$ cat src/hdl/imts_pkg.sv
// Package for the I2C master transaction sequencer.
// Holds the request and response structs, the descriptor layout and the codes.
// Depends on nothing; the top level uses it by scoped names.
package imts_pkg;

    // Width of the transfer length fields and of the byte position counter.
    localparam int LEN_W = 5;

    // Request kinds.
    typedef enum logic [1:0] {
        REQ_LOAD   = 2'd0,
        REQ_SUBMIT = 2'd1,
        REQ_EVENT  = 2'd2
    } req_kind_t;

    // Transaction kinds.
    typedef enum logic [1:0] {
        KIND_WRITE      = 2'd0,
        KIND_READ       = 2'd1,
        KIND_WRITE_READ = 2'd2
    } trans_kind_t;

    // Controller status events, densely numbered.
    typedef enum logic [3:0] {
        EV_START        = 4'd0,
        EV_RESTART      = 4'd1,
        EV_MT_SLA_ACK   = 4'd2,
        EV_MT_SLA_NACK  = 4'd3,
        EV_MT_DATA_ACK  = 4'd4,
        EV_MR_SLA_ACK   = 4'd5,
        EV_MR_SLA_NACK  = 4'd6,
        EV_MR_DATA_ACK  = 4'd7,
        EV_MR_DATA_NACK = 4'd8,
        EV_OTHER        = 4'd9
    } status_event_t;

    // Acknowledge control codes.
    typedef enum logic [1:0] {
        ACK_KEEP  = 2'd0,
        ACK_SET   = 2'd1,
        ACK_CLEAR = 2'd2
    } ack_ctrl_t;

    // Transaction result codes.
    typedef enum logic [1:0] {
        RES_NONE = 2'd0,
        RES_OK   = 2'd1,
        RES_FAIL = 2'd2
    } trans_result_t;

    // One incoming request.
    typedef struct packed {
        logic [1:0]       req_type;
        logic [7:0]       target_addr;
        logic [1:0]       trans_kind;
        logic [LEN_W-1:0] write_len;
        logic [LEN_W-1:0] read_len;
        logic [3:0]       buf_index;
        logic [7:0]       buf_byte;
        logic [3:0]       status_event;
        logic [7:0]       rx_byte;
    } req_t;

    // One response.
    typedef struct packed {
        logic       accepted;
        logic       tx_valid;
        logic [7:0] tx_byte;
        logic       start_req;
        logic       stop_req;
        logic       clear_start;
        logic [1:0] ack_ctrl;
        logic [1:0] trans_result;
        logic       rx_valid;
        logic [3:0] rx_index;
        logic [7:0] rx_data;
        logic       idle;
    } rsp_t;

    // Queued transaction descriptor.
    typedef struct packed {
        logic [7:0]       addr;
        logic [1:0]       kind;
        logic [LEN_W-1:0] wlen;
        logic [LEN_W-1:0] rlen;
    } desc_t;

    // Sequencer control states.
    typedef enum logic {
        ST_IDLE = 1'b0,
        ST_EXEC = 1'b1
    } seq_state_t;

endpackage

$ cat src/hdl/imts_ram.sv
// Generic simple dual-port RAM: one write port, one read port, registered read.
// Used for the descriptor queue and the write data buffer of the sequencer.
// No dependencies.
module imts_ram #(
    parameter int WIDTH = 8,
    parameter int DEPTH = 16
) (
    input  logic                     clk,
    input  logic                     wr_en,
    input  logic [$clog2(DEPTH)-1:0] wr_addr,
    input  logic [WIDTH-1:0]         wr_data,
    input  logic [$clog2(DEPTH)-1:0] rd_addr,
    output logic [WIDTH-1:0]         rd_data
);

    logic [WIDTH-1:0] mem [DEPTH];

    // Write port.
    always_ff @(posedge clk)
    begin
        if (wr_en)
        begin
            mem[wr_addr] <= wr_data;
        end
    end

    // Registered read port.
    always_ff @(posedge clk)
    begin
        rd_data <= mem[rd_addr];
    end

endmodule

$ cat src/hdl/i2c_master_transaction_sequencer_top.sv
// Top level of the I2C master transaction sequencer.
// Depends on imts_pkg and instantiates imts_ram for the descriptor queue and write buffer.
//
// Usage:
// Requests arrive on req_valid / req_stall / req_data. A request is a write byte
// load, a transaction submit or a controller status event. Every request gives
// exactly one response on rsp_valid / rsp_stall / rsp_data, carrying the
// controller commands, received data, transaction result and the idle flag.
// Timing: a request is accepted, the descriptor and buffer memories are read at
// the current queue head in that same cycle, and the execute state acts on the
// read data, writes back and loads the response register once that register is
// free. The registered read of the memories is the reason for the execute state;
// no new request is taken until the last one has executed.
// A new request is accepted while an earlier response still waits. If the
// response receiver stalls, the next request is held in its execute cycle until
// the response register frees, and req_stall stays high meanwhile.
// Reset empties the queue and leaves the block idle; memory contents are
// undefined until written, and no clearing pass is run.
module i2c_master_transaction_sequencer_top #(
    parameter int QUEUE_LEN = 8,
    parameter int BUF_LEN   = 16
) (
    input  logic           clk,
    input  logic           rst_n,
    input  logic           req_valid,
    output logic           req_stall,
    input  imts_pkg::req_t req_data,
    output logic           rsp_valid,
    input  logic           rsp_stall,
    output imts_pkg::rsp_t rsp_data
);

    localparam int PTR_W     = $clog2(QUEUE_LEN);
    localparam int IDX_W     = (BUF_LEN > 1) ? $clog2(BUF_LEN) : 1;
    localparam int BUF_DEPTH = QUEUE_LEN * (2 ** IDX_W);
    localparam int DESC_W    = $bits(imts_pkg::desc_t);
    localparam int LEN_W     = imts_pkg::LEN_W;

    // Control state.
    imts_pkg::seq_state_t state_reg, state_next;
    logic [PTR_W-1:0]     insert_reg, insert_next;
    logic [PTR_W-1:0]     extract_reg, extract_next;
    logic                 busy_reg, busy_next;
    logic [LEN_W-1:0]     byte_pos_reg, byte_pos_next;
    logic                 rsp_valid_reg;

    // Payload registers.
    imts_pkg::req_t       item_reg;
    imts_pkg::rsp_t       rsp_data_reg;
    imts_pkg::rsp_t       result;

    // Memory ports.
    imts_pkg::desc_t      desc_rd;
    imts_pkg::desc_t      desc_wdata;
    logic                 desc_we;
    logic [PTR_W-1:0]     desc_waddr;
    logic [7:0]           buf_rd;
    logic                 buf_we;

    logic                 out_free;
    logic                 commit;
    logic [PTR_W-1:0]     ins_wrap;
    logic [PTR_W-1:0]     ext_wrap;

    // Pointer increments with wrap at the queue length.
    assign ins_wrap = (insert_reg == PTR_W'(QUEUE_LEN - 1)) ? '0 : insert_reg + PTR_W'(1);
    assign ext_wrap = (extract_reg == PTR_W'(QUEUE_LEN - 1)) ? '0 : extract_reg + PTR_W'(1);

    // The response register can take a new value when empty or being drained.
    assign out_free = !rsp_valid_reg || !rsp_stall;

    // Descriptor queue, read at the queue head.
    imts_ram #(
        .WIDTH (DESC_W),
        .DEPTH (QUEUE_LEN)
    ) u_desc_ram (
        .clk     (clk),
        .wr_en   (desc_we),
        .wr_addr (desc_waddr),
        .wr_data (desc_wdata),
        .rd_addr (extract_reg),
        .rd_data (desc_rd)
    );

    // Write data buffer, one row of bytes per queue slot.
    imts_ram #(
        .WIDTH (8),
        .DEPTH (BUF_DEPTH)
    ) u_buf_ram (
        .clk     (clk),
        .wr_en   (buf_we),
        .wr_addr ({insert_reg, IDX_W'(item_reg.buf_index)}),
        .wr_data (item_reg.buf_byte),
        .rd_addr ({extract_reg, IDX_W'(byte_pos_reg)}),
        .rd_data (buf_rd)
    );

    // Next state of the sequencer.
    always_comb
    begin
        state_next = state_reg;
        case (state_reg)
            imts_pkg::ST_IDLE:
            begin
                if (req_valid)
                begin
                    state_next = imts_pkg::ST_EXEC;
                end
            end
            imts_pkg::ST_EXEC:
            begin
                if (out_free)
                begin
                    state_next = imts_pkg::ST_IDLE;
                end
            end
            default:
            begin
                state_next = imts_pkg::ST_IDLE;
            end
        endcase
    end

    // Outputs of the sequencer.
    always_comb
    begin
        req_stall = 1'b1;
        commit    = 1'b0;
        case (state_reg)
            imts_pkg::ST_IDLE:
            begin
                req_stall = 1'b0;
            end
            imts_pkg::ST_EXEC:
            begin
                commit = out_free;
            end
            default:
            begin
                req_stall = 1'b1;
            end
        endcase
    end

    // Request execution on the data read from the memories.
    always_comb
    begin
        imts_pkg::desc_t d;
        logic            end_txn;
        logic [1:0]      end_res;

        d             = desc_rd;
        end_txn       = 1'b0;
        end_res       = imts_pkg::RES_NONE;
        insert_next   = insert_reg;
        extract_next  = extract_reg;
        busy_next     = busy_reg;
        byte_pos_next = byte_pos_reg;
        desc_we       = 1'b0;
        desc_waddr    = extract_reg;
        desc_wdata    = desc_rd;
        buf_we        = 1'b0;
        result        = '0;

        case (item_reg.req_type)
            imts_pkg::REQ_LOAD:
            begin
                if (32'(item_reg.buf_index) < BUF_LEN)
                begin
                    buf_we = commit;
                end
            end
            imts_pkg::REQ_SUBMIT:
            begin
                if (ins_wrap != extract_reg)
                begin
                    d.addr = item_reg.target_addr;
                    d.kind = item_reg.trans_kind;
                    d.wlen = (32'(item_reg.write_len) > BUF_LEN) ? LEN_W'(BUF_LEN)
                                                                : item_reg.write_len;
                    d.rlen = (32'(item_reg.read_len) > BUF_LEN) ? LEN_W'(BUF_LEN)
                                                               : item_reg.read_len;
                    desc_we         = commit;
                    desc_waddr      = insert_reg;
                    desc_wdata      = d;
                    insert_next     = ins_wrap;
                    result.accepted = 1'b1;
                    if (!busy_reg)
                    begin
                        busy_next        = 1'b1;
                        result.start_req = 1'b1;
                    end
                end
            end
            imts_pkg::REQ_EVENT:
            begin
                if (busy_reg)
                begin
                    case (item_reg.status_event)
                        imts_pkg::EV_START, imts_pkg::EV_RESTART:
                        begin
                            // Set the read/write bit from the transaction kind.
                            if (d.kind == imts_pkg::KIND_READ)
                            begin
                                d.addr[0] = 1'b1;
                            end
                            else if (d.kind == imts_pkg::KIND_WRITE ||
                                     d.kind == imts_pkg::KIND_WRITE_READ)
                            begin
                                d.addr[0] = 1'b0;
                            end
                            desc_we            = commit;
                            desc_wdata         = d;
                            result.tx_valid    = 1'b1;
                            result.tx_byte     = d.addr;
                            result.clear_start = 1'b1;
                            byte_pos_next      = '0;
                        end
                        imts_pkg::EV_MR_DATA_ACK:
                        begin
                            if (byte_pos_reg < d.rlen)
                            begin
                                result.rx_valid = 1'b1;
                                result.rx_index = byte_pos_reg[3:0];
                                result.rx_data  = item_reg.rx_byte;
                                byte_pos_next   = byte_pos_reg + LEN_W'(1);
                                result.ack_ctrl =
                                    (({1'b0, byte_pos_reg} + (LEN_W+1)'(2)) < {1'b0, d.rlen})
                                    ? imts_pkg::ACK_SET : imts_pkg::ACK_CLEAR;
                            end
                            else
                            begin
                                end_txn = 1'b1;
                                end_res = imts_pkg::RES_FAIL;
                            end
                        end
                        imts_pkg::EV_MR_DATA_NACK:
                        begin
                            if (byte_pos_reg < d.rlen)
                            begin
                                result.rx_valid = 1'b1;
                                result.rx_index = byte_pos_reg[3:0];
                                result.rx_data  = item_reg.rx_byte;
                            end
                            end_txn = 1'b1;
                            end_res = imts_pkg::RES_OK;
                        end
                        imts_pkg::EV_MR_SLA_ACK:
                        begin
                            result.ack_ctrl =
                                (({1'b0, byte_pos_reg} + (LEN_W+1)'(1)) < {1'b0, d.rlen})
                                ? imts_pkg::ACK_SET : imts_pkg::ACK_CLEAR;
                        end
                        imts_pkg::EV_MT_SLA_ACK, imts_pkg::EV_MT_DATA_ACK:
                        begin
                            if (byte_pos_reg < d.wlen)
                            begin
                                result.tx_valid = 1'b1;
                                result.tx_byte  = buf_rd;
                                byte_pos_next   = byte_pos_reg + LEN_W'(1);
                            end
                            else if (d.kind == imts_pkg::KIND_WRITE_READ)
                            begin
                                // Write phase done: turn into a read with a repeated start.
                                d.kind           = imts_pkg::KIND_READ;
                                d.addr[0]        = 1'b1;
                                desc_we          = commit;
                                desc_wdata       = d;
                                byte_pos_next    = '0;
                                result.start_req = 1'b1;
                            end
                            else
                            begin
                                end_txn = 1'b1;
                                end_res = imts_pkg::RES_OK;
                            end
                        end
                        default:
                        begin
                            end_txn = 1'b1;
                            end_res = imts_pkg::RES_FAIL;
                        end
                    endcase

                    // End of transaction: stop, then start the next one if queued.
                    if (end_txn)
                    begin
                        result.stop_req     = 1'b1;
                        result.trans_result = end_res;
                        extract_next        = ext_wrap;
                        if (ext_wrap == insert_reg)
                        begin
                            busy_next = 1'b0;
                        end
                        else
                        begin
                            result.start_req = 1'b1;
                        end
                    end
                end
            end
            default:
            begin
                result = '0;
            end
        endcase

        result.idle = !busy_next;
    end

    // Control registers.
    always_ff @(posedge clk or negedge rst_n)
    begin
        if (!rst_n)
        begin
            state_reg     <= imts_pkg::ST_IDLE;
            insert_reg    <= '0;
            extract_reg   <= '0;
            busy_reg      <= 1'b0;
            byte_pos_reg  <= '0;
            rsp_valid_reg <= 1'b0;
        end
        else
        begin
            state_reg <= state_next;
            if (commit)
            begin
                insert_reg    <= insert_next;
                extract_reg   <= extract_next;
                busy_reg      <= busy_next;
                byte_pos_reg  <= byte_pos_next;
                rsp_valid_reg <= 1'b1;
            end
            else if (!rsp_stall)
            begin
                rsp_valid_reg <= 1'b0;
            end
        end
    end

    // Request and response payload registers.
    always_ff @(posedge clk)
    begin
        if (req_valid && !req_stall)
        begin
            item_reg <= req_data;
        end
        if (commit)
        begin
            rsp_data_reg <= result;
        end
    end

    assign rsp_valid = rsp_valid_reg;
    assign rsp_data  = rsp_data_reg;

`ifndef SYNTHESIS
    // The queue holds entries exactly while a transaction is in progress.
    assert property (@(posedge clk) disable iff (!rst_n)
        busy_reg == (insert_reg != extract_reg))
        else $error("busy flag disagrees with queue occupancy");

    // A request is executed in one pass and the sequencer returns to idle.
    assert property (@(posedge clk) disable iff (!rst_n)
        commit |=> state_reg == imts_pkg::ST_IDLE && rsp_valid_reg)
        else $error("sequencer did not complete after commit");

    // A transaction result is always paired with a stop request.
    assert property (@(posedge clk) disable iff (!rst_n)
        rsp_valid_reg && rsp_data_reg.trans_result != imts_pkg::RES_NONE
        |-> rsp_data_reg.stop_req)
        else $error("transaction ended without a stop request");

    // An accepted submit leaves a transaction in progress.
    assert property (@(posedge clk) disable iff (!rst_n)
        rsp_valid_reg && rsp_data_reg.accepted |-> !rsp_data_reg.idle)
        else $error("accepted submit reported idle");

    // Transmit and receive data are never delivered in the same response.
    assert property (@(posedge clk) disable iff (!rst_n)
        rsp_valid_reg |-> !(rsp_data_reg.tx_valid && rsp_data_reg.rx_valid))
        else $error("transmit and receive in one response");
`endif

endmodule
$ cat config.mk
export PLATFORM = sky130hd
export DESIGN_NAME = i2c_master_transaction_sequencer_top
export DESIGN_NICKNAME = d
export VERILOG_FILES = /design/src/hdl/imts_pkg.sv /design/src/hdl/imts_ram.sv /design/src/hdl/i2c_master_transaction_sequencer_top.sv
export SDC_FILE = /design/constraint.sdc
export NUM_CORES = 1
export LEC_CHECK = 0
export ABC_AREA = 1
export BUFFER_PORTS_ARGS = -buffer_cell sky130_fd_sc_hd__buf_2
export CORE_UTILIZATION = 30
export CTS_CLUSTER_DIAMETER = 40
export CTS_CLUSTER_SIZE = 12
export DETAILED_ROUTE_END_ITERATION = 6
export SLEW_MARGIN = 20
export SYNTH_ARGS = -nofsm -noshare
export SYNTH_HDL_FRONTEND = slang
export SYNTH_SLANG_ARGS = --single-unit
$ cat constraint.sdc
create_clock -name clk -period 3.5 [get_ports clk]
set_input_delay 1.05 -clock clk [delete_from_list [all_inputs] [get_ports clk]]
set_output_delay 1.05 -clock clk [all_outputs]
set_load 0.01 [all_outputs]
==> impl_metrics.ini, run 1 <==
[run_status]
outcome = finished with violations
violations = DRC

[cells_and_area]
ff_latch_area_um2 = 38800
largest_reg_flops = 1024
fillers = 17941
antenna_cells = 0
layout-drive-gt1-share_pct = 9.88
syn2layout_area_growth_pct = 16.3
multiInputGateArea_um2 = 13300
stdcell_count = 7992
nNetsFinal = 5482

[floorplan]
initial_core_util_pct = 30.2
placementRows = 157
die_h_um = 432
die_w_um = 432
dieArea_um2 = 186000
core_area_um2 = 183000
pin_count = 83

[clock_network]
htreeDepth = 4
cts_tree = yes
hold_buffers = 0
clk_latency_ns = 0.78
clockBufferDepth = 3
cts.sinks = 1303
clk_pin_slew_ns = 0.06
cts_buffers = 158
cts.repair.resized = 0
postCtsSetupBuffers = 0
root_buffer = clkbuf_16

[grt]
antenna_found_initial = 1
overflow = 0
grt_pass1_vias = 35925
track_usage_pct = 15.5
grt_max_degree = 194
grt_pass1_wl_um = 220000

[yosys]
synthArstFlopShare_pct = 1.07
yosys-top-cells-area = edfxtp_1 (68%), nand2_1 (13%), nand3_1 (3.6%)
synth_common_cells = nand2_1 (1870), edfxtp_1 (1261), nor2_1 (536)
yosysWarnings = 0
synth_edf_count = 1261
synth_cell_types = 40
synth_fp_nets = 5318
yosysTopAreaCellShare_pct = 68.3
syn_area_per_cell_um2 = 10.6
seq_area_frac_synth_pct = 70.0
netlist_area_um2 = 55400
yosys_most_used_dff = edfxtp_1
ys_ff_latch = 1303
yosysMostFrequentCell = nand2_1
synth_area_leader_cell = edfxtp_1
syn_inst = 5243

[pwr]
p_per_area_nw_per_um2 = 677
p_leak_nw = 25.4
irDropWorstVdd_uv = 505
p_total_w = 0.0437

[setup_path]
cp_max_fo = 20
max_stage_delay_ns = 0.49
path_cells = ha_1, ha_1, inv_1, nand2_1, xor2_1, nand3_2, nand2_2, inv_1, nand2_1, nand2_1, nand2_2, nor2_2, buf_4
critPathSlowestCell = dfrtp_1
critPathLaunchType = flip-flop
worst-setup-path-type = flip-flop to flip-flop
worstPathArrival_ns = 3.53
crit_required_ns = 3.94
endpoint_kind = flip-flop
crit_path_frequent_cell = nand2_1

[placement]
globalplace.congestion = 0.861
portBuffers = 82
dp.cells = 7711
hpwl_um = 89400
dpl_worst_slack_ns = 0.362

[hold_path]
hold_path.class = input port to async pin

[detailed_routing]
wl_per_cell_um = 18.2
drc = 2
postRouteAntennaNets = 0
drt_first_iter_violations = 3810
wirelength_um = 146000
num_vias = 36901
firstDrtPassIters = 7
via_per_inst = 4.62

[timing]
tightestPinTransition_ns = 1.09
max_freq_mhz = 324
finalSetupTns_ns = 0
setup_slack_ns = 0.413
holdWs_ns = 0.189
timing.final.crit_share_pct = 88.2
grt_setup_unrepaired = no
setup_viol = 0
skew_ns = 0.0250
period_needed_ns = 3.09
relSlewSlack_pct = 27.1
hold_violations = 0
slew_violations = 0

[flow_run]
maxCapViolCount = 0
critical path, delay by kind of cell (launching register included):
family | cells | cell delay, ns
adder cells (fa/ha/maj) | 2 | 0.45
XOR/XNOR | 1 | 0.16
buffers and inverters | 3 | 0.60
AND/OR/NAND/NOR | 7 | 1.03
flip-flops | 1 | 0.49
through the flow:
| stage | utilization (%) | cell area (um2) |
|---|---|---|
| floorplan | - | 55400 |
| finish | 35.2 | 64500 |
| global placement | 32.4 | 59300 |
| CTS | 35.2 | 64500 |
| detailed placement | 32.4 | 59300 |
| global route | 35.2 | 64500 |
logic make-up after synthesis:
| group | count (synthesis) | synth area share (%) |
|---|---|---|
| buf+inv | 782 | 6.19 |
| xor+xnor | 7 | 0.111 |
| simple gates | 2838 | 20.3 |
| fa+ha+maj | 25 | 0.564 |
| flops | 1303 | 70.0 |
| compound gates | 288 | 2.87 |
routing by layer:
metal	share of wire (%)	vias to the layer above	track usage, %
li1	-	17575	-
met1	42	17831	20.5
met2	48	1227	25.8
met3	6.4	268	2.35
met4	3.1	0	5.54
met5	0	-	0
final timing paths:
check | startpoint | end | slack [ns] | cells past startpoint
max in group asynchronous | rst_n | byte_pos_reg[1] | 2.96 | 1
worst max-delay path | insert_reg[0] | u_desc_ram.mem[5][13] | 0.41 | 13
worst max register to register | insert_reg[0] | u_desc_ram.mem[5][13] | 0.41 | 13
min in group clk | req_data[39] | item_reg[39] | 0.44 | 1
worst min-delay path | rst_n | rsp_valid | 0.19 | 1
worst min register to register | rsp_valid | rsp_valid | 0.49 | 2
cell usage in the layout, fill, tap and decap left out, types with 4 or more instances in the layout:
master	count
a22oi_1	8
nand3_1	403
edfxtp_1	1261
ha_1	25
clkinv_1	13
o22ai_1	22
nand4_1	12
nor2_2	10
dfxtp_1	28
nand2_2	4
buf_12	35
inv_8	7
a21oi_1	27
clkbuf_16	162
clkinv_4	5
o21ai_2	5
nor2_1	527
clkinv_8	6
buf_2	82
a22o_1	7
nand2_1	1869
inv_2	4
o21ai_1	18
dfrtp_1	9
clkbuf_1	26
bufinv_16	13
buf_4	142
nor2_4	4
inv_1	516
xor2_1	5
clkinv_2	25
clkinvlp_4	9
inv_6	18
a31oi_1	22
o21ai_0	171
power by group:
group / internal [W] / switching (W)
sequential: 0.0185 / 0.000465
combinational: 0.00226 / 0.00639
clock: 0.00957 / 0.00652
total: 0.0303 / 0.0134
final cells by class:
cell class / instances / share of cell area, %
clock inverter: 91 / 1.56
inverter: 526 / 3.08
timing repair buffer: 260 / 3.40
sequential: 1303 / 60.1
tap: 2464 / 4.78
multi-input combinational: 3158 / 20.6
clock buffer: 190 / 6.48
Note: power is estimated with default switching activity, not from simulation.
==> inputs of run 2 (changes only) <==
CORE_ASPECT_RATIO = 1.1   (was not set)
SYNTH_HIERARCHICAL = 1   (was not set)
==> run 2 against run 1 <==
Net effect: critical endpoint is now u_desc_ram/mem[5][14]; critical path type unchanged; non-clock buffer count up 62; register-to-register slack better by 0.25 ns; worst setup slack gained 0.25 ns; the run now ends clean; sequential cell count did not move; clock power up 8%.
==> impl_metrics.ini, run 2 <==
[run_status]
outcome = finished, final reports clean

[timing]
holdWs_ns = 0.205
skew_ns = 0.0294
period_needed_ns = 2.84
max_freq_mhz = 352
grt_setup_unrepaired = no
slew_violations = 0
setup_viol = 0
hold_violations = 0
tightestPinTransition_ns = 1.11
finalSetupTns_ns = 0
relSlewSlack_pct = 25.8
timing.final.crit_share_pct = 81.2

[setup_path]
worst-setup-path-type = flip-flop to flip-flop
cp_num_buf_inv = 2
critPathTopFamily = simple AND/OR/NAND/NOR gates
worstPathArrival_ns = 3.29
critPathLaunchType = flip-flop
ff2ff_path_depth = 11
cp_max_fo = 16
crit_required_ns = 3.95
reg2reg_to = u_desc_ram/mem[5][14]
max_stage_delay_ns = 0.38
endpoint_kind = flip-flop
r2r_slack_ns = 0.66
path_cells = ha_1, ha_1, nor2_2, xor2_1, nand3_4, nand2_4, inv_4, o21ai_0, nand2_1, nor2_2, buf_4
rr_startpoint = insert_reg[0]
critPathSlowestCell = dfrtp_1

[cells_and_area]
layout_common_cells = nand2_1 (1561), edfxtp_1 (1261), nand3_1 (1034)
largest_reg_flops = 1024
ff_latch_area_um2 = 38800
layout-drive-gt1-share_pct = 12.8
nNetsFinal = 5056
design_area_um2 = 64100
final_common_cell = nand2_1
syn2layout_area_growth_pct = 18.2
multiInputGateArea_um2 = 12900
fillers = 17360

[placement]
hpwl_um = 86600
globalplace.congestion = 0.856
place_area_um2 = 58400
portBuffers = 82

[detailed_routing]
postRouteAntennaNets = 0
via_per_inst = 4.78
drc = 0
wl_per_cell_um = 19.2
firstDrtPassIters = 6
num_vias = 35869
wirelength_um = 144000
drt_first_iter_violations = 3900

[yosys]
seq_area_frac_synth_pct = 71.5
synth_fp_nets = 4830
syn_inst = 4755
syn_area_per_cell_um2 = 11.4
synth_area_leader_cell = edfxtp_1
ys_ff_latch = 1303
synthArstFlopShare_pct = 1.07
synth_edf_count = 1261
yosys-top-cells-area = edfxtp_1 (70%), nand2_1 (11%), nand3_1 (9.5%)
yosysWarnings = 6
synth_cell_types = 43
netlist_area_um2 = 54200
yosysTopAreaCellShare_pct = 69.8
yosys_most_used_dff = edfxtp_1
synth_common_cells = nand2_1 (1561), edfxtp_1 (1261), nand3_1 (1034)
yosysMostFrequentCell = nand2_1

[grt]
grt_pass1_vias = 35229
grt_pass1_wl_um = 215000
overflow = 0
grt_max_degree = 196
antenna_found_initial = 2
track_usage_pct = 15.6

[hold_path]
hold_path.class = input port to async pin

[clock_network]
hold_buffers = 0
clk_latency_ns = 0.78
postCtsSetupBuffers = 0
clk_pin_slew_ns = 0.06
cts.repair.resized = 0
root_buffer = clkbuf_16
cts_buffers = 169
htreeDepth = 4
clockBufferDepth = 3
cts.sinks = 1303
cts_tree = yes

[floorplan]
dieArea_um2 = 183000
initial_core_util_pct = 30.2
die_w_um = 407
placementRows = 163
pin_count = 83
die_h_um = 448
core_area_um2 = 179000

[flow_run]
maxCapViolCount = 0

[pwr]
p_per_area_nw_per_um2 = 736
p_leak_nw = 23.9
irDropWorstVdd_uv = 536
[run 2: how the worst max path moves through the flow]
stage / end / from / slack (ns) / cells after the start
after floorplan: item_reg[0] / req_valid / 0.01 / 2
after global placement: u_desc_ram/mem[1][2] / rsp_stall / 0.42 / 9
after detailed placement: u_desc_ram/mem[1][15] / rsp_stall / 0.46 / 9
after CTS: u_desc_ram/mem[4][6] / insert_reg[0] / 0.66 / 11
after global routing: u_desc_ram/mem[2][16] / insert_reg[0] / 0.40 / 13
final: u_desc_ram/mem[5][14] / insert_reg[0] / 0.66 / 11
[run 2: worst register-to-register path, stage by stage (launching register included)]
cell and delay (ns):
dfrtp_1 0.38, ha_1 0.20, ha_1 0.20, nor2_2 0.14, xor2_1 0.29, nand3_4 0.21
nand2_4 0.13, inv_4 0.10, o21ai_0 0.31, nand2_1 0.16, nor2_2 0.12, buf_4 0.27
[run 2: layout make-up]
cell class / count / area share [%]
antenna: 1 / 0.00390
inverter: 256 / 1.55
multi-input combinational: 2929 / 20.2
tap: 2392 / 4.67
timing repair buffer: 322 / 4.15
clock inverter: 108 / 1.95
clock buffer: 195 / 6.96
sequential: 1303 / 60.5
[run 2: where the power goes]
group / total [W] / switching (W) / internal [W]
Clock: 0.0174 / 0.00671 / 0.0107
Combinational: 0.0109 / 0.00798 / 0.00290
Sequential: 0.0189 / 0.000427 / 0.0185
[run 2: kinds of logic after synthesis]
kind of cell	after synthesis	synth area share, %
adder cells (fa/ha/maj)	25	0.577
flip-flops	1303	71.5
AND/OR/NAND/NOR	2821	22.3
AO/OA/AOI/OAI	74	0.803
XOR/XNOR	9	0.159
buffers and inverters	523	4.70
[run 2: metrics by stage]
step                worst slack (ns)  utilization [%]  cells  power, W
floorplan                     0.0101                -   4755    0.0260
global placement               0.417             32.5   7202    0.0299
detailed placement             0.464             32.5   7202    0.0300
CTS                            0.656             35.7   7505    0.0474
global route                   0.405             35.7   7506    0.0492
finish                         0.658             35.7   7506    0.0472
[run 2: metal layers]
layer | GRT usage [%] | vias up | wire (um)
met2 | 26.3 | 1301 | 69800
li1 | - | 16890 | -
met4 | 6.53 | 2 | 5100
met3 | 2.72 | 286 | 9540
met1 | 19.7 | 17390 | 59500
met5 | 0 | - | 13
